===== config.mk =====
export PLATFORM = sky130hd
export DESIGN_NAME = phpu_horner_cell
export DESIGN_NICKNAME = d
export VERILOG_FILES = /design/src/rtl/phpu_pkg.sv /design/src/rtl/phpu_horner_cell.sv
export SDC_FILE = /design/constraint.sdc
export NUM_CORES = 1
export LEC_CHECK = 0
export ABC_AREA = 1
export BUFFER_PORTS_ARGS = -buffer_cell sky130_fd_sc_hd__clkbuf_2
export CORE_UTILIZATION = 60
export CTS_BUF_LIST = sky130_fd_sc_hd__clkbuf_8
export DETAILED_ROUTE_END_ITERATION = 12
export GPL_ROUTABILITY_DRIVEN = 0
export GPL_TIMING_DRIVEN = 0
export PLACE_DENSITY = 0.84
export SLEW_MARGIN = 20
export SYNTH_ARGS = -nofsm -noshare
export SYNTH_HDL_FRONTEND = slang
export SYNTH_SLANG_ARGS = --single-unit
export TNS_END_PERCENT = 5

===== constraint.sdc =====
create_clock -name clk -period 9.9 [get_ports clk]
set_input_delay 1.98 -clock clk [delete_from_list [all_inputs] [get_ports clk]]
set_output_delay 1.98 -clock clk [all_outputs]
set_load 0.005 [all_outputs]

===== src/rtl/phpu_pkg.sv =====
// ----------------------------------------------------------------------------
// phpu_pkg
// Shared widths, constants, types and helpers of the particle heading and
// position update pipeline.
// ----------------------------------------------------------------------------
package phpu_pkg;

  localparam int POS_W      = 24;
  localparam int FRAC_BITS  = 12;
  localparam int ANG_W      = 16;
  localparam int CNT_W      = 12;
  localparam int CFG_W      = 16;
  localparam int SIZE_W     = 12;
  localparam int TRIG_W     = 16;
  localparam int MAG_W      = 15;
  localparam int PROD_W     = 2 * MAG_W;
  localparam int CFG_IDX_W  = 3;
  localparam int NUM_CELLS  = 2;
  localparam int PIPE_LAT   = 9;

  // odd polynomial coefficients, q14
  localparam logic [MAG_W-1:0] TRIG_A   = 15'd25736;
  localparam logic [MAG_W-1:0] TRIG_B   = 15'd10512;
  localparam logic [MAG_W-1:0] TRIG_C   = 15'd1160;
  localparam logic [MAG_W-1:0] Q14_ONE  = 15'd16384;

  // constant subtracted from in each horner cell, innermost first
  localparam logic [MAG_W-1:0] CELL_COEF [NUM_CELLS] = '{TRIG_B, TRIG_A};

  localparam logic [CFG_W-1:0]  RST_TURN_BASE    = 16'h8000;
  localparam logic [CFG_W-1:0]  RST_TURN_GAIN    = 16'd3095;
  localparam logic [CFG_W-1:0]  RST_STEP_SPEED   = 16'd2744;
  localparam logic [SIZE_W-1:0] RST_ARENA_WIDTH  = 12'd512;
  localparam logic [SIZE_W-1:0] RST_ARENA_HEIGHT = 12'd512;

  typedef enum logic [CFG_IDX_W-1:0] {
    REG_TURN_BASE    = 3'd0,
    REG_TURN_GAIN    = 3'd1,
    REG_STEP_SPEED   = 3'd2,
    REG_ARENA_WIDTH  = 3'd3,
    REG_ARENA_HEIGHT = 3'd4
  } cfg_reg_t;

  typedef struct packed {
    logic [MAG_W-1:0] mag;
    logic             neg;
    logic [MAG_W-1:0] x2;
    logic [MAG_W-1:0] acc;
  } trig_lane_t;

  typedef struct packed {
    trig_lane_t       sin_l;
    trig_lane_t       cos_l;
    logic [POS_W-1:0] pos_x;
    logic [POS_W-1:0] pos_y;
    logic [ANG_W-1:0] heading;
  } cell_data_t;

  // (p + 0.5) >> 14 on a non-negative product below 2^29
  function automatic logic [MAG_W:0] rnd_q14(input logic [PROD_W-1:0] prod);
    logic [PROD_W:0] s;
    s = {1'b0, prod} + (PROD_W+1)'(8192);
    return s[PROD_W-1:14];
  endfunction

endpackage


===== src/rtl/phpu_horner_cell.sv =====
// ----------------------------------------------------------------------------
// phpu_horner_cell
// One horner step for the sine and cosine lanes: acc <= coef - rnd(x2 * acc).
// The particle data rides along to the next cell.
// ----------------------------------------------------------------------------
module phpu_horner_cell import phpu_pkg::*; (
  input  logic             clk,
  input  cell_data_t       cell_in,
  input  logic [MAG_W-1:0] coef,
  output cell_data_t       cell_out
);

  cell_data_t       cell_nxt;
  cell_data_t       cell_r;
  logic [MAG_W:0]   rnd_sin;
  logic [MAG_W:0]   rnd_cos;

  always_comb begin
    rnd_sin = rnd_q14(cell_in.sin_l.x2 * cell_in.sin_l.acc);
    rnd_cos = rnd_q14(cell_in.cos_l.x2 * cell_in.cos_l.acc);
    cell_nxt = cell_in;
    // results stay positive for every folded angle
    cell_nxt.sin_l.acc = coef - rnd_sin[MAG_W-1:0];
    cell_nxt.cos_l.acc = coef - rnd_cos[MAG_W-1:0];
  end

  always_ff @(posedge clk) begin
    cell_r <= cell_nxt;
  end

  assign cell_out = cell_r;

endmodule


==> impl_results.md <==
- Post-CTS Hold Buffers: 0
- Clock Sinks: 156
- WHS Endpoint: cell_out[45]
- Status: complete, no violations
- Most frequent cell on the critical path: fa_1
- Fmax: 112 MHz
- Initial antenna violation count: 5
- Setup bufs post-CTS: 0
- Vias per cell: 5.31
- Root Buffer: clkbuf_8
- Synth area leader: fa_1
- DRC Markers: 0
- Slew @ Worst Pin: 0.760 ns
- Via count: 17146
- ANT nets after route: 0
- Post-CTS resize count: 0
- Vias in the first global route: 17915
- # port buffers: 327
- EDFF count, synth: 0
- Worst Path Buf+Inv: 8
- Iteration-0 DRC Markers: 1401
- IO Count: 328
- Fin crit share: 0.905
- CP required: 10.35 ns
- Slew Limit Fails: 0
- Post-synth top flop: dfxtp_1
- CORE AREA: 32500 µm²
- Final worst path period need: 8.96 ns
- Layout net count: 3498
- Fill count: 2520
- Area share of the largest cell type after synthesis: 0.341
- Family with the most delay on the worst path: adder cells
- Hold_sp: cell_in[45]
- WP data arrival: 9.41 ns
- Hold path cells: 1
- H-tree Lvls: 4
- Share of post-route cells with drive strength above 1: 0.134
- Finished layout cell area: 22400 µm²
- Worst Path Max Fanout: 10
- Max incr delay on CP: 0.58 ns
- WL per Instance: 16.9 µm
- CP endpoint kind: flop
- Overall Global Routing Usage: 0.347
- Die Area: 33600 µm²
- Mapped Nets: 3152
- Max-cap viol count: 0
- Clock-pin transition on the worst setup and hold timing paths: 0.10 ns
- Critical Path Start Type: input port
- Most common cell in the netlist: inv_1
- Setup violators final: 0
- Worst Setup Path Type: input port to flop
- Max Buffers Root-to-Sink: 2
- Slowest stage cell, crit path: clkbuf_1
- CTS buffer count: 17
- Hold Violations, Final: 0
- Synth-to-layout area growth: 13.2%
- Max reg flops: 156
- Hold Path Class: input port to flop
- Initial Utilization: 0.608
- CTS tree: done
- Syn. warnings: 0
- First-pass GRT wire length: 88900 µm
- Synth Cell Area: 19700 µm²
- Post-synthesis area per instance: 8.14 µm²
- RSZ-0062 raised after global routing: no
- Yosys reg bits: 156
- Die X: 183 µm
- Detailed Routing Iterations Pass 1: 5
- Slew headroom: 0.493
- Sequential share of the synthesized area: 0.158
- Die Height: 183 µm
- Synth cell types: 34
- Routed wire length: 54500 µm
- Setup TNS: 0 ns
- Mapped Cells: 2424
- Placed instance area: 21900 µm²
- Synth async-reset ratio: 0
- Largest net degree at the start of global routing: 18
- Dpl hpwl: 44800 µm
- Commonest cells post-synth: inv_1, nand2_1, fa_1, ha_1, dfxtp_1
- Total global routing overflow: 0
- Area contributors post-synth: fa_1, dfxtp_1, ha_1
- FP Rows: 66
## cells by family after synthesis
kind of cell | synth area share
adder cells (fa/ha/maj) | 0.480
flip-flops | 0.158
buffers and inverters | 0.136
AND/OR/NAND/NOR | 0.159
AO/OA/AOI/OAI | 0.0423
XOR/XNOR | 0.0240
## area by class of cell
class | count | area (µm²) | share of cell area
tap | 442 | 553 | 0.0247
clock inverter | 14 | 170 | 0.00761
sequential | 156 | 3120 | 0.140
timing repair buffer | 327 | 1640 | 0.0732
multi-input combinational | 1551 | 13900 | 0.623
clock buffer | 18 | 248 | 0.0111
inverter | 657 | 2470 | 0.110
buffer | 60 | 226 | 0.0101
antenna | 3 | 7.51 | 0.000336
## how the worst max path moves through the flow
stage	from	to	cells after the start
4_1_cts	cell_in[85]	cell_out[74]	29
5_1_grt	cell_in[85]	cell_out[74]	29
3_3_place_gp	cell_in[91]	cell_out[74]	27
6_report	cell_in[85]	cell_out[74]	29
3_5_place_dp	cell_in[85]	cell_out[74]	29
2_1_floorplan	cell_in[85]	cell_out[74]	28
## layout by cell type (no fill, tap or decap), types with 24 or more instances in the layout
master / n
dfxtp_1: 156
a21oi_1: 56
nand2_1: 641
ha_1: 220
xor2_1: 35
inv_1: 653
nor2_1: 74
clkbuf_2: 327
o21ai_0: 24
nand3_1: 50
clkbuf_1: 59
fa_1: 336
## stage by stage
| step | hold WS (ns) | util | setup WS [ns] | instances |
|---|---|---|---|---|
| 2_1_floorplan | 2.01 | - | 1.93 | 2424 |
| 3_3_place_gp | 2.08 | 0.676 | 0.885 | 3193 |
| 3_5_place_dp | 2.08 | 0.676 | 0.642 | 3193 |
| 4_1_cts | 1.52 | 0.689 | 1.18 | 3225 |
| 5_1_grt | 1.50 | 0.689 | 0.567 | 3228 |
| 6_report | 1.55 | 0.689 | 0.943 | 3228 |
## layer usage
| layer | vias to the layer above | GRT usage | part of all wire | routed length [µm] |
|---|---|---|---|---|
| li1 | 7773 | - | - | - |
| met4 | 2 | 0.204 | 0.057 | 3120 |
| met3 | 235 | 0.110 | 0.12 | 6320 |
| met5 | - | 0 | 0.00022 | 12 |
| met2 | 1023 | 0.554 | 0.47 | 25500 |
| met1 | 8113 | 0.410 | 0.36 | 19500 |
Power is not shown: default switching activity piles up to over one toggle a cycle in this logic, so the estimate is an artifact.
