===== config.mk =====
export PLATFORM = sky130hd
export DESIGN_NAME = phpu_move_axis
export DESIGN_NICKNAME = d
export VERILOG_FILES = /design/src/rtl/phpu_pkg.sv /design/src/rtl/phpu_move_axis.sv
export SDC_FILE = /design/constraint.sdc
export NUM_CORES = 1
export LEC_CHECK = 0
export BUFFER_PORTS_ARGS = -buffer_cell sky130_fd_sc_hd__buf_2
export CAP_MARGIN = 20
export CORE_UTILIZATION = 68
export CTS_CLUSTER_DIAMETER = 60
export DETAILED_ROUTE_END_ITERATION = 8
export GPL_TIMING_DRIVEN = 0
export PLACE_DENSITY_LB_ADDON = 0.12
export SLEW_MARGIN = 25
export SYNTH_ARGS = -nofsm -noshare
export SYNTH_HDL_FRONTEND = slang
export SYNTH_SLANG_ARGS = --single-unit
export TNS_END_PERCENT = 20

===== constraint.sdc =====
create_clock -name clk -period 14.7 [get_ports clk]
set_clock_uncertainty 0.2 [all_clocks]
set_input_delay 2.205 -clock clk [delete_from_list [all_inputs] [get_ports clk]]
set_output_delay 2.205 -clock clk [all_outputs]
set_load 0.1 [all_outputs]

===== src/rtl/phpu_pkg.sv =====
// ----------------------------------------------------------------------------
// phpu_pkg
// Shared widths, constants, types and helpers of the particle heading and
// position update pipeline.
// ----------------------------------------------------------------------------
package phpu_pkg;

  localparam int POS_W      = 24;
  localparam int FRAC_BITS  = 12;
  localparam int ANG_W      = 16;
  localparam int CNT_W      = 12;
  localparam int CFG_W      = 16;
  localparam int SIZE_W     = 12;
  localparam int TRIG_W     = 16;
  localparam int MAG_W      = 15;
  localparam int PROD_W     = 2 * MAG_W;
  localparam int CFG_IDX_W  = 3;
  localparam int NUM_CELLS  = 2;
  localparam int PIPE_LAT   = 9;

  // odd polynomial coefficients, q14
  localparam logic [MAG_W-1:0] TRIG_A   = 15'd25736;
  localparam logic [MAG_W-1:0] TRIG_B   = 15'd10512;
  localparam logic [MAG_W-1:0] TRIG_C   = 15'd1160;
  localparam logic [MAG_W-1:0] Q14_ONE  = 15'd16384;

  // constant subtracted from in each horner cell, innermost first
  localparam logic [MAG_W-1:0] CELL_COEF [NUM_CELLS] = '{TRIG_B, TRIG_A};

  localparam logic [CFG_W-1:0]  RST_TURN_BASE    = 16'h8000;
  localparam logic [CFG_W-1:0]  RST_TURN_GAIN    = 16'd3095;
  localparam logic [CFG_W-1:0]  RST_STEP_SPEED   = 16'd2744;
  localparam logic [SIZE_W-1:0] RST_ARENA_WIDTH  = 12'd512;
  localparam logic [SIZE_W-1:0] RST_ARENA_HEIGHT = 12'd512;

  typedef enum logic [CFG_IDX_W-1:0] {
    REG_TURN_BASE    = 3'd0,
    REG_TURN_GAIN    = 3'd1,
    REG_STEP_SPEED   = 3'd2,
    REG_ARENA_WIDTH  = 3'd3,
    REG_ARENA_HEIGHT = 3'd4
  } cfg_reg_t;

  typedef struct packed {
    logic [MAG_W-1:0] mag;
    logic             neg;
    logic [MAG_W-1:0] x2;
    logic [MAG_W-1:0] acc;
  } trig_lane_t;

  typedef struct packed {
    trig_lane_t       sin_l;
    trig_lane_t       cos_l;
    logic [POS_W-1:0] pos_x;
    logic [POS_W-1:0] pos_y;
    logic [ANG_W-1:0] heading;
  } cell_data_t;

  // (p + 0.5) >> 14 on a non-negative product below 2^29
  function automatic logic [MAG_W:0] rnd_q14(input logic [PROD_W-1:0] prod);
    logic [PROD_W:0] s;
    s = {1'b0, prod} + (PROD_W+1)'(8192);
    return s[PROD_W-1:14];
  endfunction

endpackage


===== src/rtl/phpu_move_axis.sv =====
// ----------------------------------------------------------------------------
// phpu_move_axis
// Moves one coordinate by speed times a q14 direction component and wraps it
// once on the torus. Three register stages.
// ----------------------------------------------------------------------------
module phpu_move_axis import phpu_pkg::*; (
  input  logic               clk,
  input  logic [TRIG_W-1:0]  trig,
  input  logic [POS_W-1:0]   pos,
  input  logic [CFG_W-1:0]   speed,
  input  logic [SIZE_W-1:0]  size,
  output logic [POS_W-1:0]   new_pos
);

  localparam int MUL_W = CFG_W + MAG_W;
  localparam int D_W   = MUL_W - 14;
  localparam int SUM_W = POS_W + 2;

  logic [MAG_W-1:0]        tmag;
  logic [MUL_W-1:0]        prod_r;
  logic                    neg_r;
  logic [POS_W-1:0]        pos_r;
  logic [MUL_W:0]          rnd_sum;
  logic [D_W-1:0]          delta;
  logic signed [SUM_W-1:0] p_nxt;
  logic signed [SUM_W-1:0] p_r;
  logic signed [SUM_W-1:0] ext;
  logic signed [SUM_W-1:0] wrap;
  logic [POS_W-1:0]        new_pos_r;

  always_comb begin
    logic [TRIG_W-1:0] neg_trig;
    neg_trig = -trig;
    tmag = trig[TRIG_W-1] ? neg_trig[MAG_W-1:0] : trig[MAG_W-1:0];
  end

  always_ff @(posedge clk) begin
    prod_r <= speed * tmag;
    neg_r  <= trig[TRIG_W-1];
    pos_r  <= pos;
  end

  // round half away from zero on the magnitude, sign applied afterwards
  always_comb begin
    rnd_sum = {1'b0, prod_r} + (MUL_W+1)'(8192);
    delta   = rnd_sum[MUL_W-1:14];
    if (neg_r) begin
      p_nxt = $signed({2'b00, pos_r}) - $signed({{(SUM_W-D_W){1'b0}}, delta});
    end else begin
      p_nxt = $signed({2'b00, pos_r}) + $signed({{(SUM_W-D_W){1'b0}}, delta});
    end
  end

  always_ff @(posedge clk) begin
    p_r <= p_nxt;
  end

  always_comb begin
    ext = $signed({{(SUM_W-SIZE_W-FRAC_BITS){1'b0}}, size, {FRAC_BITS{1'b0}}});
    if (p_r < 0) begin
      wrap = p_r + ext;
    end else if (p_r >= ext) begin
      wrap = p_r - ext;
    end else begin
      wrap = p_r;
    end
  end

  always_ff @(posedge clk) begin
    new_pos_r <= wrap[POS_W-1:0];
  end

  assign new_pos = new_pos_r;

endmodule


==> reports/metrics.yaml, run 1 <==
initial_core_util_pct: 70.5
setup_tns_ns: 0
vias: 10800
drt_iter0_markers: 674
layout_common_cells: "269 x inv_1, 183 x fa_1, 152 x ha_1, 139 x nand2_1, 103 x buf_2"
cp_common_cell: "fa_1"
preCtsSetupSlack_ns: 3.85
diodes: 0
muxShareOfSynthArea_pct: 0.328
end_kind: "flip-flop"
grt_pass1_vias: 10700
design.die.area_um2: 20200
crit_type: "in -> reg"
ios: 93
yosysSeqAreaShare_pct: 13.9
crit_buf_inv: 6
grt_use_total_pct: 33.2
cts_resized: 0
dp_hpwl_um: 26700
cts_made_buffers: 9
antenna_found_initial: 0
max_freq_ghz: 0.0946
design_area_um2: 14500
path_delay_family: "adder cells"
areaGrowthSynthToFinish_pct: 8.22
die_w_um: 142
routedWlPerCell_um: 16.8
post-route-period-util_pct: 71.9
cp_slowest_stage_delay_ns: 0.69
cts.clk_slew.worst_paths_ns: 0.07
postPlaceCellArea_um2: 14200
syn_inst: 1522
die_y_um: 142
rrSetupSlack_ns: 10.53
syn_area_um2: 13400
run_status: "finished, final reports clean"
worst_slack_ns: 4.13
hold_viol: 0
post-cts-setup-buffer-count: 0
synthSimpleGateAreaFrac_pct: 17.3
r2r-start: "prod_r[13]"
avgSynthCellArea_um2: 8.78
arrival_ns: 10.60
wl_met2_um: 15500
finalMaxSlewViolations: 0
top_layer_used: "met4"
rsz0062_at_grt: "no"
hp-class: "reg -> reg"
setup_viol: 0
syn-num-nets: 1926
final_common_cell: "inv_1"
port_buffers: 92
row_count: 50
m1WireLength_um: 13100
async_flop_share_pct: 0
synthTopCellsByArea: "fa_1 27%, ha_1 14%, dfxtp_1 14%"
worst_setup_path_start_kind: "input port"
met3_length_um: 2240
grt_overflow: 0
cts_root_buf: "clkbuf_16"
synth-compound-area-share_pct: 13.0
min_from: "p_r[7]"
ys_ff_latch: 93
grt_start_max_net_pins: 15
nets: 2029
crit_fanout: 10
slew_headroom_pct: 29.7
synthXorXnorAreaFrac_pct: 4.52
routed_wl_um: 31800
tightest_slew_ns: 1.05
synthAdderAreaFrac_pct: 41.6
core_um2: 19000
cpMaxStageDelayCell: "xor2_1"
clk_path_buf_depth: 2
synth_edf_count: 0
drt_pass1_iterations: 5
grt_pass1_wl_um: 52200
clk_latency_ns: 0.34
synth_top_family_by_area: "adder cells"
cts_max_level: 3
cp-startpoint: "trig[0]"
synth_top_cell_by_area: "fa_1"
ys_warn_count: 0
synth.top_cell.area_share_pct: 27.4
layout_min_cycle_time_ns: 10.57
cap_violations: 0
postCtsHoldBufs: 0
drc: 0
via_per_inst: 5.70
synth.distinct_cells: 73
drive_gt1_share_pct: 8.83
final_util_pct: 76.3
place_congestion: 0.914
crit_required_ns: 14.73
clock_sinks: 93
ys.flop_type: "dfxtp_1"
cts_tree: "yes"
ant_nets: 0
[layer usage]
layer	up-vias	global-route usage, %
met2	420	57.9
met5	-	0
met4	0	11.5
met1	5200	42.1
li1	5099	-
met3	58	4.91
[path summary, 6_finish.rpt]
path	to	cells after the start
min	new_pos[7]	0
min reg2reg	new_pos[7]	0
max	prod_r[25]	27
max reg2reg	p_r[24]	16
[state kept, by name (all words and copies together) (netlist names)]
signal / cells
p_r: 26
prod_r: 18
pos_r: 24
neg_r: 1
new_pos: 24
[cell type report]
type | instances | area (um2)
Multi-Input combinational cell | 1104 | 10300
Fill cell | 1431 | 4490
Sequential cell | 93 | 1860
Inverter | 269 | 1010
Timing Repair Buffer | 92 | 460
Tap cell | 260 | 325
Clock buffer | 13 | 270
Buffer | 56 | 239
Clock inverter | 3 | 42.5
[stage by stage]
stage          hold slack, ns  cells
6_report                0.153   1890
5_1_grt                 0.159   1890
4_1_cts                 0.153   1890
3_5_place_dp            0.142   1874
3_3_place_gp            0.135   1874
2_1_floorplan           0.131   1522
[Yosys cell counts (3+ instances only)]
cell and n:
a211o_1 4, a211oi_1 10, a21o_1 18, a21oi_1 63
a221oi_1 5, a22oi_1 13, a2bb2oi_1 3, a311oi_1 3
a31oi_1 7, a41o_1 3, and2_1 84, and3_1 11
buf_2 11, clkbuf_1 41, dfxtp_1 93, fa_1 183
ha_1 152, inv_1 269, mux2_2 3, nand2_1 139
nand2b_1 23, nand3_1 12, nand4_1 5, nor2_1 58
nor2b_1 63, nor3_1 15, nor4_1 10, o211a_1 3
o211ai_1 6, o21a_1 9, o21ai_0 39, o21bai_1 10
o22ai_1 5, o31a_1 4, o31ai_1 11, o41ai_1 3
or2_2 6, or3_1 8, or4_4 3, xnor2_1 46
xor2_1 23
[kinds of logic after synthesis]
group                      count (synthesis)
and+or+nand+nor                          446
adders and majority gates                335
buffers and inverters                    325
AOI/OAI and AO/OA                        250
DFF                                       93
xor gates and xnor gates                  69
muxes                                      4
Power of run 1 is not shown: default switching activity piles up to over one toggle a cycle in this logic, so the estimate is an artifact.
==> inputs of run 2 (changes only) <==
ABC_AREA = 1   (was unset)
CORE_UTILIZATION = 64   (was 68)
clock period = 9.8 ns   (was 14.7 ns; I/O delays follow)
==> run 2 against run 1 <==
  * Die area rose by 19%
  * Global-route usage rose by 3.5 points
  * Synthesized area rose by 12%
  * First-iteration DRC count rose by 74%
  * Hold slack barely moved
  * Core utilization fell by 5.8 points
  * Critical path type unchanged
  * Critical endpoint is now prod_r[21]
  * Largest cell class unchanged
  * Highest routed layer unchanged
==> reports/metrics.yaml, run 2 <==
multi_input_area_um2: 11200  # +8.8%
syn_inst: 2155  # +42%
synth.distinct_cells: 45  # -38%
synth_edf_count: 0  # unchanged
synth_top_cell_by_area: "fa_1"
diodes: 0  # unchanged
nets: 2650  # +31%
die_w_um: 155  # +8.9%
r2r.worst_path.cells: 17  # +1
initial_core_util_pct: 65.6  # -4.9 points
syn-num-nets: 2559  # +33%
ios: 93  # unchanged
tightest_slew_ns: 0.698  # -0.348 ns
layout_min_cycle_time_ns: 8.07
largest_reg_flops: 26  # unchanged
via_per_inst: 5.56  # -2.5%
post-cts-setup-buffer-count: 0  # unchanged
cts_made_buffers: 9  # unchanged
die_y_um: 155  # +8.9%
seqCellArea_um2: 1860  # unchanged
routedWlPerCell_um: 16.6  # -1.2%
max_freq_ghz: 0.124
cap_violations: 0  # unchanged
cpMaxStageDelayCell: "fa_1"
cts.clk_slew.worst_paths_ns: 0.07  # about the same
ys_ff_latch: 93  # unchanged
final_common_cell: "nand2_1"
drt_pass1_iterations: 5  # unchanged
arrival_ns: 8.09  # -2.51 ns
hp-class: "reg -> reg"
crit_type: "in -> reg"
yosysSeqAreaShare_pct: 12.5  # -1.5 points
crit_required_ns: 9.82  # -4.91 ns
drc: 0  # unchanged
yosysMostFrequentCell: "nand2_1"
port_buffers: 80  # -13%
setup_viol: 0  # unchanged
antenna_found_initial: 0  # unchanged
vias: 14300  # +32%
grt_overflow: 0  # unchanged
async_flop_share_pct: 0  # unchanged
nFillCells: 1962  # +37%
drt_iter0_markers: 1175  # +74%
setup_tns_ns: 0  # unchanged
clk_path_buf_depth: 2  # unchanged
design_area_um2: 16100  # +11%
place_congestion: 1.00  # +9.7%
ant_nets: 0  # unchanged
cts_tree: "yes"
grt_pass1_vias: 14300  # +33%
slew_headroom_pct: 53.3  # +24 points
synthTopCellsByArea: "fa_1 25%, nand2_1 14%, ha_1 13%"
design.die.area_um2: 24000  # +19%
worst_setup_path_start_kind: "input port"
cts_resized: 0  # unchanged
end_kind: "flip-flop"
hold_viol: 0  # unchanged
finalMaxSlewViolations: 0  # unchanged
drive_gt1_share_pct: 6.97  # -1.9 points
run_status: "finished, final reports clean"
ys_warn_count: 0  # unchanged
yosys-top-cells-count: "544 x nand2_1, 433 x inv_1, 220 x nor2_1, 183 x fa_1, 152 x ha_1"
areaGrowthSynthToFinish_pct: 7.51
routed_wl_um: 42600  # +34%
layout_common_cells: "544 x nand2_1, 433 x inv_1, 220 x nor2_1, 183 x fa_1, 152 x ha_1"
cp_slowest_stage_delay_ns: 0.53  # -0.16 ns
clk_latency_ns: 0.35  # about the same
row_count: 55  # +10%
cts_root_buf: "clkbuf_16"
ys.flop_type: "dfxtp_1"
crit_fanout: 10  # unchanged
cp_common_cell: "inv_1"
cts_max_level: 3  # unchanged
rsz0062_at_grt: "no"
postCtsHoldBufs: 0  # unchanged
worstHoldPathCells: 0  # unchanged
syn_area_um2: 14900  # +12%
grt_pass1_wl_um: 68400  # +31%
postPlaceCellArea_um2: 15700  # +11%
regMostFlops: "p_r"
avgSynthCellArea_um2: 6.94  # -21%
grt_use_total_pct: 36.7  # +3.5 points
grt_start_max_net_pins: 17  # +2
core_um2: 22800  # +20%
dp_hpwl_um: 36600  # +37%
clock_sinks: 93  # unchanged
post-route-period-util_pct: 82.4
synth.top_cell.area_share_pct: 24.5  # -2.9 points
-- run 2: changes by cell type in the layout (fill, tap and decap cells not counted), moves of 21 or more --
cell	before	now
nor2b_1	63	1
nand2b_1	23	0
and2_1	84	6
xnor2_1	46	6
o21ai_0	39	73
nand3_1	12	121
nand4_1	5	26
a21oi_1	63	111
inv_1	269	433
nand2_1	139	544
nor2_1	58	220
-- run 2: area by class of cell --
cell class	count	area share [%]
Sequential cell	93	11.6
Inverter	441	10.3
Tap cell	313	2.44
Multi-Input combinational cell	1568	69.5
Timing Repair Buffer	80	2.49
Clock buffer	10	1.49
Buffer	53	1.67
Clock inverter	6	0.568
-- run 2: worst paths after layout --
| check | start | to | slack, ns |
|---|---|---|---|
| setup reg to reg | prod_r[13] | p_r[17] | 6.09 |
| setup / recovery | trig[0] | prod_r[21] | 1.73 |
| hold reg to reg | p_r[1] | new_pos[1] | 0.15 |
| hold / removal | p_r[1] | new_pos[1] | 0.15 |
-- run 2: kinds of logic (layout without fill, tap and decap cells) --
kind of cell	count (synthesis)	after routing	share of synthesized area, %
AOI/OAI and AO/OA	206	206	7.23
xor gates and xnor gates	45	45	2.74
adders and majority gates	335	335	37.2
buffers and inverters	494	590	12.9
DFF	93	93	12.5
and+or+nand+nor	982	982	27.5
-- run 2: layer usage --
metal	wire length, um	GRT usage, %	share of wire [%]	vias to the layer above
met2	21000	67.5	49	658
met1	16100	41.7	38	6658
li1	-	-	-	6776
met5	0	0	0	-
met3	2730	2.91	6.4	160
met4	2660	21.5	6.3	0
-- run 2: critical path: cells and delay by family --
kind	cells	cell delay, ns
adders and majority gates	8	3.52
buffers and inverters	11	1.24
and+or+nand+nor	13	1.50
xor gates and xnor gates	1	0.33
-- run 2: per-stage QoR --
stage	cells	utilization [%]	hold slack [ns]	setup WS, ns
global route	2564	70.6	0.169	1.37
finish	2564	70.6	0.154	1.73
floorplan	2155	-	0.131	2.44
global placement	2548	69.1	0.133	1.60
CTS	2564	70.6	0.156	1.82
detailed placement	2548	69.1	0.140	1.47
Power of run 2 is left out for the same reason.
